### src/rtl/complex_fir_real_taps_macros.svh
// Assertion macros used by the filter controller.
`ifndef COMPLEX_FIR_REAL_TAPS_MACROS_SVH
`define COMPLEX_FIR_REAL_TAPS_MACROS_SVH
`ifndef ASSERT_OFF
`define CFIR_ASSERT_NOW(lbl, clk, rst, ante, cons) \
   lbl: assert property (@(posedge clk) disable iff (rst) (ante) |-> (cons)) \
      else $error("assertion failed");
`define CFIR_ASSERT_NEXT(lbl, clk, rst, ante, cons) \
   lbl: assert property (@(posedge clk) disable iff (rst) (ante) |=> (cons)) \
      else $error("assertion failed");
`else
`define CFIR_ASSERT_NOW(lbl, clk, rst, ante, cons)
`define CFIR_ASSERT_NEXT(lbl, clk, rst, ante, cons)
`endif
`endif

### src/rtl/cfir_pkg.sv
// Shared types and constants of the complex FIR filter.
`timescale 1ns / 1ps
package cfir_pkg;
   localparam int TAP_COUNT_W = 7;
   localparam int COEF_INDEX_W = 6;
   localparam logic [TAP_COUNT_W-1:0] TAP_COUNT_RESET = 7'd1;

   localparam logic MODE_COEF   = 1'b0;
   localparam logic MODE_SAMPLE = 1'b1;

   typedef enum logic [1:0] {
      ST_IDLE,
      ST_MAC,
      ST_DRAIN,
      ST_FINISH
   } state_type;

   typedef struct packed {
      logic coef_we;
      logic sample_we;
      logic clear_acc;
      logic issue;
      logic load_out;
   } cmd_type;

   typedef struct packed {
      logic pipe_busy;
   } status_type;
endpackage

### src/rtl/cfir_ctrl.sv
// Controller: handshakes, tap loop sequencing and result valid.
`timescale 1ns / 1ps
`include "complex_fir_real_taps_macros.svh"
module cfir_ctrl #(
   parameter int MAX_TAPS = 64,
   parameter int AW = 6
) (
   input  logic                            clock,
   input  logic                            reset,
   input  logic                            req_valid,
   output logic                            req_ready,
   input  logic                            req_mode,
   input  logic                            csr_valid,
   output logic                            csr_ready,
   input  logic [cfir_pkg::TAP_COUNT_W-1:0] csr_tap_count,
   output logic                            rsp_valid,
   input  logic                            rsp_ready,
   output cfir_pkg::cmd_type               cmd,
   output logic [AW-1:0]                   tap_idx,
   input  cfir_pkg::status_type            status
);
   import cfir_pkg::*;

   localparam int KW = $clog2(MAX_TAPS + 1);
   localparam int LW = (KW > TAP_COUNT_W) ? KW : TAP_COUNT_W;
   localparam logic [LW-1:0] MAX_L = LW'(MAX_TAPS);

   state_type state_ff, state_in;
   logic [AW-1:0] k_ff, k_in;
   logic [TAP_COUNT_W-1:0] tap_count_ff;
   logic rsp_valid_ff, rsp_valid_in;
   logic [LW-1:0] tc_ext, taps;
   logic last_tap;

   assign tc_ext = LW'(tap_count_ff);
   assign taps = (tc_ext == '0) ? LW'(1) : ((tc_ext > MAX_L) ? MAX_L : tc_ext);
   assign last_tap = ((LW'(k_ff) + LW'(1)) == taps);

   assign csr_ready = 1'b1;
   assign rsp_valid = rsp_valid_ff;
   assign tap_idx = k_ff;

   always_ff @(posedge clock) begin
      if (reset) begin
         tap_count_ff <= TAP_COUNT_RESET;
      end else if (csr_valid && csr_ready) begin
         tap_count_ff <= csr_tap_count;
      end
   end

   always_ff @(posedge clock) begin
      if (reset) begin
         state_ff <= ST_IDLE;
         k_ff <= '0;
         rsp_valid_ff <= 1'b0;
      end else begin
         state_ff <= state_in;
         k_ff <= k_in;
         rsp_valid_ff <= rsp_valid_in;
      end
   end

   always_comb begin
      state_in = state_ff;
      k_in = k_ff;
      cmd = '0;
      req_ready = 1'b0;
      rsp_valid_in = rsp_valid_ff && !rsp_ready;
      unique case (state_ff)
         ST_IDLE: begin
            req_ready = 1'b1;
            if (req_valid) begin
               if (req_mode == MODE_SAMPLE) begin
                  cmd.sample_we = 1'b1;
                  cmd.clear_acc = 1'b1;
                  k_in = '0;
                  state_in = ST_MAC;
               end else begin
                  cmd.coef_we = 1'b1;
               end
            end
         end
         ST_MAC: begin
            cmd.issue = 1'b1;
            k_in = k_ff + AW'(1);
            if (last_tap) begin
               state_in = ST_DRAIN;
            end
         end
         ST_DRAIN: begin
            if (!status.pipe_busy) begin
               state_in = ST_FINISH;
            end
         end
         ST_FINISH: begin
            // The result register may be reloaded in the cycle its word is taken.
            if (!rsp_valid_ff || rsp_ready) begin
               cmd.load_out = 1'b1;
               rsp_valid_in = 1'b1;
               state_in = ST_IDLE;
            end
         end
         default: begin
            state_in = ST_IDLE;
         end
      endcase
   end

   `CFIR_ASSERT_NOW(a_load_free, clock, reset, cmd.load_out, !rsp_valid_ff || rsp_ready)
   `CFIR_ASSERT_NOW(a_issue_range, clock, reset, cmd.issue, LW'(k_ff) < taps)
   `CFIR_ASSERT_NEXT(a_sample_starts, clock, reset,
      req_valid && req_ready && req_mode == MODE_SAMPLE, state_ff == ST_MAC)
   `CFIR_ASSERT_NOW(a_finish_drained, clock, reset, state_ff == ST_FINISH, !status.pipe_busy)
endmodule

### src/rtl/cfir_datapath.sv
// Datapath: tap and history memories, multiply-accumulate pipe, round and saturate.
`timescale 1ns / 1ps
module cfir_datapath #(
   parameter int MAX_TAPS = 64,
   parameter int SAMPLE_WIDTH = 16,
   parameter int COEF_WIDTH = 16,
   parameter int AW = 6
) (
   input  logic                                  clock,
   input  logic                                  reset,
   input  cfir_pkg::cmd_type                     cmd,
   input  logic [AW-1:0]                         tap_idx,
   output cfir_pkg::status_type                  status,
   input  logic [cfir_pkg::COEF_INDEX_W-1:0]     req_coef_index,
   input  logic signed [COEF_WIDTH-1:0]          req_coef_value,
   input  logic signed [SAMPLE_WIDTH-1:0]        req_sample_re,
   input  logic signed [SAMPLE_WIDTH-1:0]        req_sample_im,
   input  logic                                  req_start_of_block,
   output logic signed [SAMPLE_WIDTH-1:0]        rsp_out_re,
   output logic signed [SAMPLE_WIDTH-1:0]        rsp_out_im,
   output logic                                  rsp_overflow
);
   import cfir_pkg::*;

   localparam int FW = $clog2(MAX_TAPS + 1);
   localparam int PW = SAMPLE_WIDTH + COEF_WIDTH;
   localparam int ACC_W = PW + AW + 1;
   localparam int XW = AW + COEF_INDEX_W;
   localparam logic [AW-1:0] LAST_A = AW'(MAX_TAPS - 1);
   localparam logic [AW:0] MAX_A = (AW + 1)'(MAX_TAPS);
   localparam logic [FW-1:0] MAX_F = FW'(MAX_TAPS);
   localparam logic signed [ACC_W-1:0] HALF = ACC_W'(1) <<< (COEF_WIDTH - 2);
   localparam logic signed [ACC_W-1:0] HI_L = ACC_W'((1 << (SAMPLE_WIDTH - 1)) - 1);
   localparam logic signed [ACC_W-1:0] LO_L = -HI_L - ACC_W'(1);

   logic signed [COEF_WIDTH-1:0] tap_mem [MAX_TAPS];
   logic signed [SAMPLE_WIDTH-1:0] hre_mem [MAX_TAPS];
   logic signed [SAMPLE_WIDTH-1:0] him_mem [MAX_TAPS];
   logic [MAX_TAPS-1:0] tap_vld_ff;

   logic [AW-1:0] wp_ff, wp_in;
   logic [FW-1:0] fill_ff, fill_in;
   logic [XW-1:0] cidx_ext;
   logic [AW-1:0] caddr;
   logic coef_ok;
   logic [AW:0] hsum;
   logic [AW-1:0] haddr;

   logic v1_ff, v2_ff;
   logic tvld1_ff, hvld1_ff;
   logic signed [COEF_WIDTH-1:0] tap1_ff;
   logic signed [SAMPLE_WIDTH-1:0] hre1_ff, him1_ff;
   logic signed [COEF_WIDTH-1:0] tap_op;
   logic signed [SAMPLE_WIDTH-1:0] hre_op, him_op;
   logic signed [PW-1:0] pre2_ff, pim2_ff;
   logic signed [ACC_W-1:0] acc_re_ff, acc_im_ff;
   logic signed [ACC_W-1:0] sh_re, sh_im;
   logic ovf_re, ovf_im;

   assign cidx_ext = XW'(req_coef_index);
   assign caddr = cidx_ext[AW-1:0];
   assign coef_ok = (32'(req_coef_index) < 32'(MAX_TAPS));

   assign wp_in = (wp_ff == LAST_A) ? '0 : wp_ff + AW'(1);
   assign fill_in = req_start_of_block ? FW'(1)
                  : ((fill_ff == MAX_F) ? MAX_F : fill_ff + FW'(1));

   // Oldest samples sit behind the write pointer, wrapping around the ring.
   assign hsum = ({1'b0, wp_ff} >= {1'b0, tap_idx}) ? {1'b0, wp_ff} - {1'b0, tap_idx}
               : {1'b0, wp_ff} + MAX_A - {1'b0, tap_idx};
   assign haddr = hsum[AW-1:0];

   assign status.pipe_busy = v1_ff || v2_ff;

   always_ff @(posedge clock) begin
      if (cmd.coef_we && coef_ok) begin
         tap_mem[caddr] <= req_coef_value;
      end
      if (cmd.sample_we) begin
         hre_mem[wp_in] <= req_sample_re;
         him_mem[wp_in] <= req_sample_im;
      end
      tap1_ff <= tap_mem[tap_idx];
      hre1_ff <= hre_mem[haddr];
      him1_ff <= him_mem[haddr];
   end

   always_ff @(posedge clock) begin
      if (reset) begin
         tap_vld_ff <= '0;
         wp_ff <= '0;
         fill_ff <= '0;
         v1_ff <= 1'b0;
         v2_ff <= 1'b0;
      end else begin
         if (cmd.coef_we && coef_ok) begin
            tap_vld_ff[caddr] <= 1'b1;
         end
         if (cmd.sample_we) begin
            wp_ff <= wp_in;
            fill_ff <= fill_in;
         end
         v1_ff <= cmd.issue;
         v2_ff <= v1_ff;
      end
   end

   always_ff @(posedge clock) begin
      tvld1_ff <= tap_vld_ff[tap_idx];
      hvld1_ff <= (FW'(tap_idx) < fill_ff);
   end

   assign tap_op = tvld1_ff ? tap1_ff : '0;
   assign hre_op = hvld1_ff ? hre1_ff : '0;
   assign him_op = hvld1_ff ? him1_ff : '0;

   always_ff @(posedge clock) begin
      pre2_ff <= PW'(tap_op) * PW'(hre_op);
      pim2_ff <= PW'(tap_op) * PW'(him_op);
      if (cmd.clear_acc) begin
         acc_re_ff <= '0;
         acc_im_ff <= '0;
      end else if (v2_ff) begin
         acc_re_ff <= acc_re_ff + ACC_W'(pre2_ff);
         acc_im_ff <= acc_im_ff + ACC_W'(pim2_ff);
      end
   end

   assign sh_re = (acc_re_ff + HALF) >>> (COEF_WIDTH - 1);
   assign sh_im = (acc_im_ff + HALF) >>> (COEF_WIDTH - 1);
   assign ovf_re = (sh_re > HI_L) || (sh_re < LO_L);
   assign ovf_im = (sh_im > HI_L) || (sh_im < LO_L);

   always_ff @(posedge clock) begin
      if (cmd.load_out) begin
         rsp_out_re <= (sh_re > HI_L) ? HI_L[SAMPLE_WIDTH-1:0]
                     : ((sh_re < LO_L) ? LO_L[SAMPLE_WIDTH-1:0] : sh_re[SAMPLE_WIDTH-1:0]);
         rsp_out_im <= (sh_im > HI_L) ? HI_L[SAMPLE_WIDTH-1:0]
                     : ((sh_im < LO_L) ? LO_L[SAMPLE_WIDTH-1:0] : sh_im[SAMPLE_WIDTH-1:0]);
         rsp_overflow <= ovf_re || ovf_im;
      end
   end
endmodule

### src/rtl/complex_fir_real_taps.sv
// Top level of the complex-sample FIR filter with real taps.
// The req channel carries one word per item: mode 0 writes req_coef_value into
// tap req_coef_index and gives no result; mode 1 feeds one complex sample and
// gives one rsp word with the filtered value and an overflow flag. A sample
// with req_start_of_block set starts a new channel with an empty delay line.
// The csr channel writes the tap count; write it only while the block is idle.
// A coefficient word is written without leaving idle. A sample word walks the
// tap count in use (a count of zero works as one, any above MAX_TAPS as
// MAX_TAPS) through one shared multiply-accumulate unit, one tap per cycle,
// in a three-stage read, multiply and accumulate pipe; once the pipe drains,
// the result is loaded, and the next word can be taken in the cycle after that.
// The result sits in an output register, so the next sample is computed while
// an earlier word waits; a stalled receiver only holds the final load.
// Synchronous reset empties the delay line, zeroes all taps and sets the tap
// count to one; no clearing pass is needed.
`timescale 1ns / 1ps
module complex_fir_real_taps #(
   parameter int MAX_TAPS = 64,
   parameter int SAMPLE_WIDTH = 16,
   parameter int COEF_WIDTH = 16
) (
   input  logic                                  clock,
   input  logic                                  reset,
   input  logic                                  req_valid,
   output logic                                  req_ready,
   input  logic                                  req_mode,
   input  logic [cfir_pkg::COEF_INDEX_W-1:0]     req_coef_index,
   input  logic signed [COEF_WIDTH-1:0]          req_coef_value,
   input  logic signed [SAMPLE_WIDTH-1:0]        req_sample_re,
   input  logic signed [SAMPLE_WIDTH-1:0]        req_sample_im,
   input  logic                                  req_start_of_block,
   input  logic                                  csr_valid,
   output logic                                  csr_ready,
   input  logic [cfir_pkg::TAP_COUNT_W-1:0]      csr_tap_count,
   output logic                                  rsp_valid,
   input  logic                                  rsp_ready,
   output logic signed [SAMPLE_WIDTH-1:0]        rsp_out_re,
   output logic signed [SAMPLE_WIDTH-1:0]        rsp_out_im,
   output logic                                  rsp_overflow
);
   import cfir_pkg::*;

   localparam int AW = (MAX_TAPS > 1) ? $clog2(MAX_TAPS) : 1;

   cmd_type cmd;
   status_type status;
   logic [AW-1:0] tap_idx;

   cfir_ctrl #(
      .MAX_TAPS(MAX_TAPS),
      .AW(AW)
   ) u_ctrl (
      .clock(clock),
      .reset(reset),
      .req_valid(req_valid),
      .req_ready(req_ready),
      .req_mode(req_mode),
      .csr_valid(csr_valid),
      .csr_ready(csr_ready),
      .csr_tap_count(csr_tap_count),
      .rsp_valid(rsp_valid),
      .rsp_ready(rsp_ready),
      .cmd(cmd),
      .tap_idx(tap_idx),
      .status(status)
   );

   cfir_datapath #(
      .MAX_TAPS(MAX_TAPS),
      .SAMPLE_WIDTH(SAMPLE_WIDTH),
      .COEF_WIDTH(COEF_WIDTH),
      .AW(AW)
   ) u_datapath (
      .clock(clock),
      .reset(reset),
      .cmd(cmd),
      .tap_idx(tap_idx),
      .status(status),
      .req_coef_index(req_coef_index),
      .req_coef_value(req_coef_value),
      .req_sample_re(req_sample_re),
      .req_sample_im(req_sample_im),
      .req_start_of_block(req_start_of_block),
      .rsp_out_re(rsp_out_re),
      .rsp_out_im(rsp_out_im),
      .rsp_overflow(rsp_overflow)
   );
endmodule
### config.mk
export PLATFORM = sky130hd
export DESIGN_NAME = complex_fir_real_taps
export DESIGN_NICKNAME = d
export VERILOG_FILES = /design/src/rtl/cfir_pkg.sv /design/src/rtl/cfir_ctrl.sv /design/src/rtl/cfir_datapath.sv /design/src/rtl/complex_fir_real_taps.sv
export VERILOG_INCLUDE_DIRS = /design/src /design/src/rtl
export SDC_FILE = /design/constraint.sdc
export NUM_CORES = 2
export LEC_CHECK = 0
export ABC_AREA = 1
export BUFFER_PORTS_ARGS = -buffer_cell sky130_fd_sc_hd__buf_2
export CAP_MARGIN = 10
export CORE_MARGIN = 5
export CORE_UTILIZATION = 64
export DETAILED_ROUTE_END_ITERATION = 16
export PLACE_DENSITY = 0.8
export SLEW_MARGIN = 10
export SYNTH_ARGS = -nofsm -noshare
export SYNTH_HDL_FRONTEND = slang
export SYNTH_SLANG_ARGS = --single-unit
### constraint.sdc
create_clock -name clock -period 6.5 [get_ports clock]
set_input_delay 0.65 -clock clock [delete_from_list [all_inputs] [get_ports clock]]
set_output_delay 0.65 -clock clock [all_outputs]
set_load 0.05 [all_outputs]
* Word-level counts from Yosys, hierarchy flattened
Memories as Yosys holds them, arrays and structs flattened. A register that Yosys moved wholly into a read port is not among the register bits. Cells that the tools add are included.
Storage, ports and cells: register bits 272, RAM bits 3072, bits of input ports 68, output and inout port bits 36, word-level logic and storage cells 108, memories kept 3
Cells by class: add/subtract/negate cells 11, multipliers 2, $lt $le $gt $ge 10, eq/ne operators 11, mux-type cells 38, bitwise logic cells 1, reductions and logical operators 14
Memories:
- u_datapath.him_mem | words 64, bits a word 16, read ports 1, clocked after Yosys merged registers in 1, write ports 1, line cfir_datapath.sv:38 | logic signed [SAMPLE_WIDTH-1:0] him_mem [MAX_TAPS];
- u_datapath.hre_mem | words 64, bits a word 16, read ports 1, clocked after Yosys merged registers in 1, write ports 1, line cfir_datapath.sv:37 | logic signed [SAMPLE_WIDTH-1:0] hre_mem [MAX_TAPS];
- u_datapath.tap_mem | words 64, bits a word 16, read ports 1, clocked after Yosys merged registers in 1, write ports 1, line cfir_datapath.sv:36 | logic signed [COEF_WIDTH-1:0] tap_mem [MAX_TAPS];
Operator list (count):
- $mux W16 | 5
- $add A39 B16 Y39 const B | 2
- $add A39 B32 Y39 | 2
- $mul A16 B16 Y32 | 2
- $or A64 B64 Y64 | 1
- $gt A24 B16 Y1 const B | 2
- $lt A24 B16 Y1 const B | 2
- $mux W7 | 4
- $mux W6 | 4
- $add A6 B1 Y6 const B | 3
- $lt A6 B7 Y1 const B | 2
- $mux W1 | 13
- $mux W2 | 6
- $pmux W6 S2 | 1
- $sub A6 B6 Y6 | 2
- $pmux W2 S4 | 1
- $add A6 B1 Y7 const B | 1
- $add A7 B1 Y7 const B | 1
- $eq A7 B7 Y1 | 1
- $eq A7 B7 Y1 const B | 1
- $gt A7 B7 Y1 const B | 1
- $logic_not A7 Y1 | 1
- $lt A6 B7 Y1 | 1
- $bmux W1 S6 | 1
- 16 further kinds | 27

* Depth between registers and ports, before layout
depth in word-level cells 6, gate-level depth with buffers 28, mapped depth without buffers 25

* By module
From an unflattened synthesis, not the netlist that was laid out.
Unflattened totals: cells, all modules 14563, area, all modules 159982.2 sq um
By module, submodules not included:
- cfir_datapath | instances 1, cells an instance 14407, area an instance 159000.0 sq um, sequential area each 98664.6 sq um
- cfir_ctrl | instances 1, cells an instance 156, area an instance 982.2 sq um, sequential area each 320.3 sq um

* Worst setup path before layout
No wires, ideal clock.
path type register to register, start point register u_datapath.tvld1_ff, end point register u_datapath.pre2_ff[24], library setup time 0.120 ns, arrival 5.855 ns, data required time 6.380 ns, path slack 0.525 ns, cell stages (with the launch flop) 28, path buffers 3, clock period less this slack 5.975 ns, path through dfxtp_1 > clkbuf_1 > clkbuf_1 > nand2_1 > inv_1 > clkbuf_1 > nand2_1 > fa_1 > inv_1 > fa_1 > inv_1 > fa_1 > inv_1 > fa_1 > fa_1 > inv_1 > fa_1 > inv_1 > ha_1 > nand2_1 > inv_1 > a21boi_0 > o21ai_0 > a21oi_1 > nor2_1 > nand2_1 > nand2_1 > xor2_1
Between the ends: cells in the longest elaborated chain, start to end 2
RTL lines:
- start: declaration | line cfir_datapath.sv:50 | logic tvld1_ff, hvld1_ff;
- start signal: assignment | line cfir_datapath.sv:109 | tvld1_ff <= tap_vld_ff[tap_idx];
- $mux W16 | line cfir_datapath.sv:113 | assign tap_op = tvld1_ff ? tap1_ff : '0;
- $mul A16 B16 Y32 | line cfir_datapath.sv:118 | pre2_ff <= PW'(tap_op) * PW'(hre_op);
- end signal: assignment | line cfir_datapath.sv:118
- end: declaration | line cfir_datapath.sv:55 | logic signed [PW-1:0] pre2_ff, pim2_ff;
Every way passes these cells. A chain may end at the register's enable or synchronous reset.

* Worst setup path after layout
start point register u_datapath.tvld1_ff, end point register u_datapath.pre2_ff[23]
The elaborated chain is that of the path after synthesis.

==> results.txt <==
TritonCTS sink count -> 3,392
Post-synth EDFFs -> 3,105
overall routed net length -> 437,000 um
Starting Density -> 0.645
worst slew pin tran -> 1.31 ns
Hold Fails Final Rpt -> 0
vias post-DR -> 113,000
Worst path max stage delay -> 0.53 ns
vias in the first global route -> 109,000
Worst Setup SP -> u_datapath.tvld1_ff
RSZ-0062 raised after global routing -> no
reg-to-reg endpoint -> u_datapath.pre2_ff[23]
first-pass GRT wire length -> 649,000 um
met2 GRT Util -> 0.503
post-synthesis cell count -> 14,500
post-synthesis compound-gate area fraction -> 0.113
Tot GR Track Use -> 0.332
dpl hpwl -> 257,000 um
period utilization -> 0.946
Final Power -> 68.9 mW
Area growth syn-to-layout -> 9.98%
Internal -> 41.9 mW
GRT busiest layer -> met2
Clock power frac -> 0.279
CTS tree -> yes
Cell Area, Synth -> 159,000 um2
share of layout cells above drive strength 1 -> 0.0691
TritonCTS Buffers -> 347
die height -> 508 um
RR Startpoint -> u_datapath.tvld1_ff
post-DR wirelength/cell -> 24.2 um
combinational family with the most area after synthesis -> simple AND/OR/NAND/NOR gates
crit-path max FO -> 13
Synth Flop Type -> edfxtp_1
Core ar. -> 246,000 um2
area share of the largest cell type after synthesis -> 0.587
Detail Route Antenna Nets -> 0
largest net degree at the start of global routing -> 245
port bufs -> 102
Sequential Power Share -> 0.364
outcome -> complete, no violations
NumNets Final -> 15,400
crit path capture -> u_datapath.pre2_ff[23]
Switching Fraction -> 0.392
clock slew at reported path FFs -> 0.06 ns
clock latency on the worst-skew pair -> 0.99 ns
Finished Layout Cells -> 18,100
normalized max-slew margin -> 0.127
CP Data Arrival Time -> 6.97 ns
most frequent cells after synthesis -> edfxtp_1, nor2_1, o21ai_0
die width -> 508 um
Worst Setup End Kind -> flop
Crit Path Class -> reg -> reg
Remaining DRCs -> 0
met1 usage -> 0.457
Synth Area in Simple Gates -> 0.118
TritonRoute pass-1 iters -> 10
slowest stage cell, crit path -> fa_1
dominant cells by area after synthesis -> edfxtp_1, fa_1, o21ai_0, nor2_1, nand2_1
Synth area leader -> edfxtp_1
fmax -> 163 MHz
Gate power share -> 0.358
min cycle time layout -> 6.15 ns
skew final -> 0.106 ns
Final Util -> 0.709
power density cells -> 395 nW/um2
drt first-iter violations -> 15,900
Worst VDD drop -> 0.000381 V
synth unique cells -> 52
Adder-Cell Fraction of Synth Area -> 0.0869
Yosys Warn Count -> 0
Max Root-Sink Buffers -> 4
top-count cell post-synth -> edfxtp_1
Placer Congestion -> 0.964
final setup fails -> 0
Worst Hold Class -> in -> reg
Synth Register Bits -> 3,392
mux cell area share after synthesis -> 0
Final Max Slew Viols -> 0
sequential share of the synthesized area -> 0.623
Fin Setup TNS -> 0 ns
XOR/XNOR Fraction of Synth Area -> 0.00754
Cells after DPL -> 17,500
r2r setup slk -> 0.35 ns
syn nets -> 15,400
post-synthesis average cell area -> 10.9 um2
met3 GRT Util -> 0.0783
CTS H-tree lvls -> 5
postcts setup bufs -> 0
CP Launch Type -> flop
number of max-cap violations -> 0
die area -> 258,000 um2
Pleak -> 64.3 nW
CTS Root Cell -> clkbuf_16
I/O pins -> 104
P_sw -> 27.0 mW
initial antenna violation count -> 17
Rows -> 182
Async SR Flop Fraction -> 0
r2r worst-path depth -> 25
DR vias/cell -> 6.24
GR Overflow Total -> 0
CP required -> 7.33 ns
[registers in the layout (all words and copies together) (netlist names), 7 cells and up]
signal,flops
u_datapath.pre2_ff,32
u_datapath.rsp_out_im,16
u_datapath.acc_re_ff,39
u_datapath.him_mem,1024
u_datapath.hre1_ff,16
u_datapath.tap_vld_ff,64
u_datapath.hre_mem,1024
u_datapath.rsp_out_re,16
u_datapath.acc_im_ff,39
u_datapath.tap_mem,1024
u_ctrl.tap_count_ff,7
u_datapath.pim2_ff,32
u_datapath.fill_ff,7
u_datapath.tap1_ff,16
u_datapath.him1_ff,16
[layout make-up]
type	count	area, um2
Sequential cell	3392	99000
Fill cell	16700	71700
Multi-Input combinational cell	9027	52300
Clock buffer	467	9550
Inverter	1297	4930
Tap cell	3312	4140
Timing Repair Buffer	438	3480
Clock inverter	141	1270
Antenna cell	10	25.0
[power groups by stage]
stage,Clock [mW],Sequential (mW),Combinational [mW]
global placement,0,25.5,23.0
floorplan,0,25.3,14.7
detailed placement,0,25.5,23.5
finish,19.2,25.1,24.6
CTS,19.3,25.1,23.8
global route,20.2,25.1,26.3
[worst max-delay path: cells and delay by family (launching register included)]
family	cells	cell delay, ns
flip-flops	1	0.33
AND/OR/NAND/NOR	9	0.85
XOR/XNOR	1	0.12
buffers and inverters	7	1.19
AO/OA/AOI/OAI	1	0.28
adder cells (fa/ha/maj)	7	3.26
[kinds of logic (layout without fill, tap and decap cells)]
logic type	count (synthesis)	count (layout)
compound gates	3319	3319
xor+xnor	135	135
fa+ha+maj	787	787
buf+inv	2091	2343
flops	3392	3392
other cells	1	11
simple gates	4785	4785
[layer usage]
layer	wire, um	part of all wire
met4	24700	0.057
met5	94	0.00022
met1	158000	0.36
met2	197000	0.45
met3	56800	0.13
[cell usage in the layout, fill, tap and decap left out, drive strengths merged, types with 10 or more instances in the layout]
master | netlist | final
edfxtp | 3105 | 3105
nor2 | 2482 | 2482
o21ai | 2164 | 2164
nand2 | 1782 | 1782
inv | 1287 | 1297
o22ai | 784 | 784
fa | 527 | 527
clkbuf | 568 | 467
buf | 226 | 423
nand3 | 394 | 394
dfxtp | 287 | 287
ha | 260 | 260
a21oi | 241 | 241
clkinv | 10 | 106
xor2 | 86 | 86
nor3 | 56 | 56
xnor2 | 49 | 49
o21bai | 46 | 46
nand4 | 35 | 35
o211ai | 27 | 27
bufinv | 0 | 20
a21o | 17 | 17
clkinvlp | 0 | 15
dlygate4sd3 | 0 | 15
or2 | 12 | 12
diode | 0 | 10
o221ai | 10 | 10
[how the worst min path moves through the flow]
stage | startpoint | to | slack, ns | depth (start not counted)
4_1_cts | csr_valid | u_ctrl.tap_count_ff[5] | 0.002 | 3
3_5_place_dp | u_datapath.v1_ff | u_datapath.v2_ff | 0.43 | 2
3_3_place_gp | u_datapath.v1_ff | u_datapath.v2_ff | 0.42 | 2
6_report | csr_valid | u_ctrl.tap_count_ff[5] | 0.06 | 3
5_1_grt | csr_valid | u_ctrl.tap_count_ff[5] | 0.06 | 3
2_1_floorplan | u_datapath.v1_ff | u_datapath.v2_ff | 0.41 | 2
[per-stage QoR]
step | cell area [um2] | setup slack, ns | hold slack [ns]
finish | 175000 | 0.353 | 0.0560
global route | 175000 | 0.0201 | 0.0597
CTS | 175000 | 0.303 | 0.00164
detailed placement | 164000 | 0.364 | 0.427
global placement | 164000 | 0.418 | 0.417
floorplan | 159000 | 0.525 | 0.410
[what timing repair did]
action                                  4_1_cts  5_1_grt
hold buffers                                 15        0
resized for setup                             0        6
endpoints found under the hold margin        10        0
endpoints found under the setup margin        0        7
Note: power is estimated with default switching activity, not from simulation.
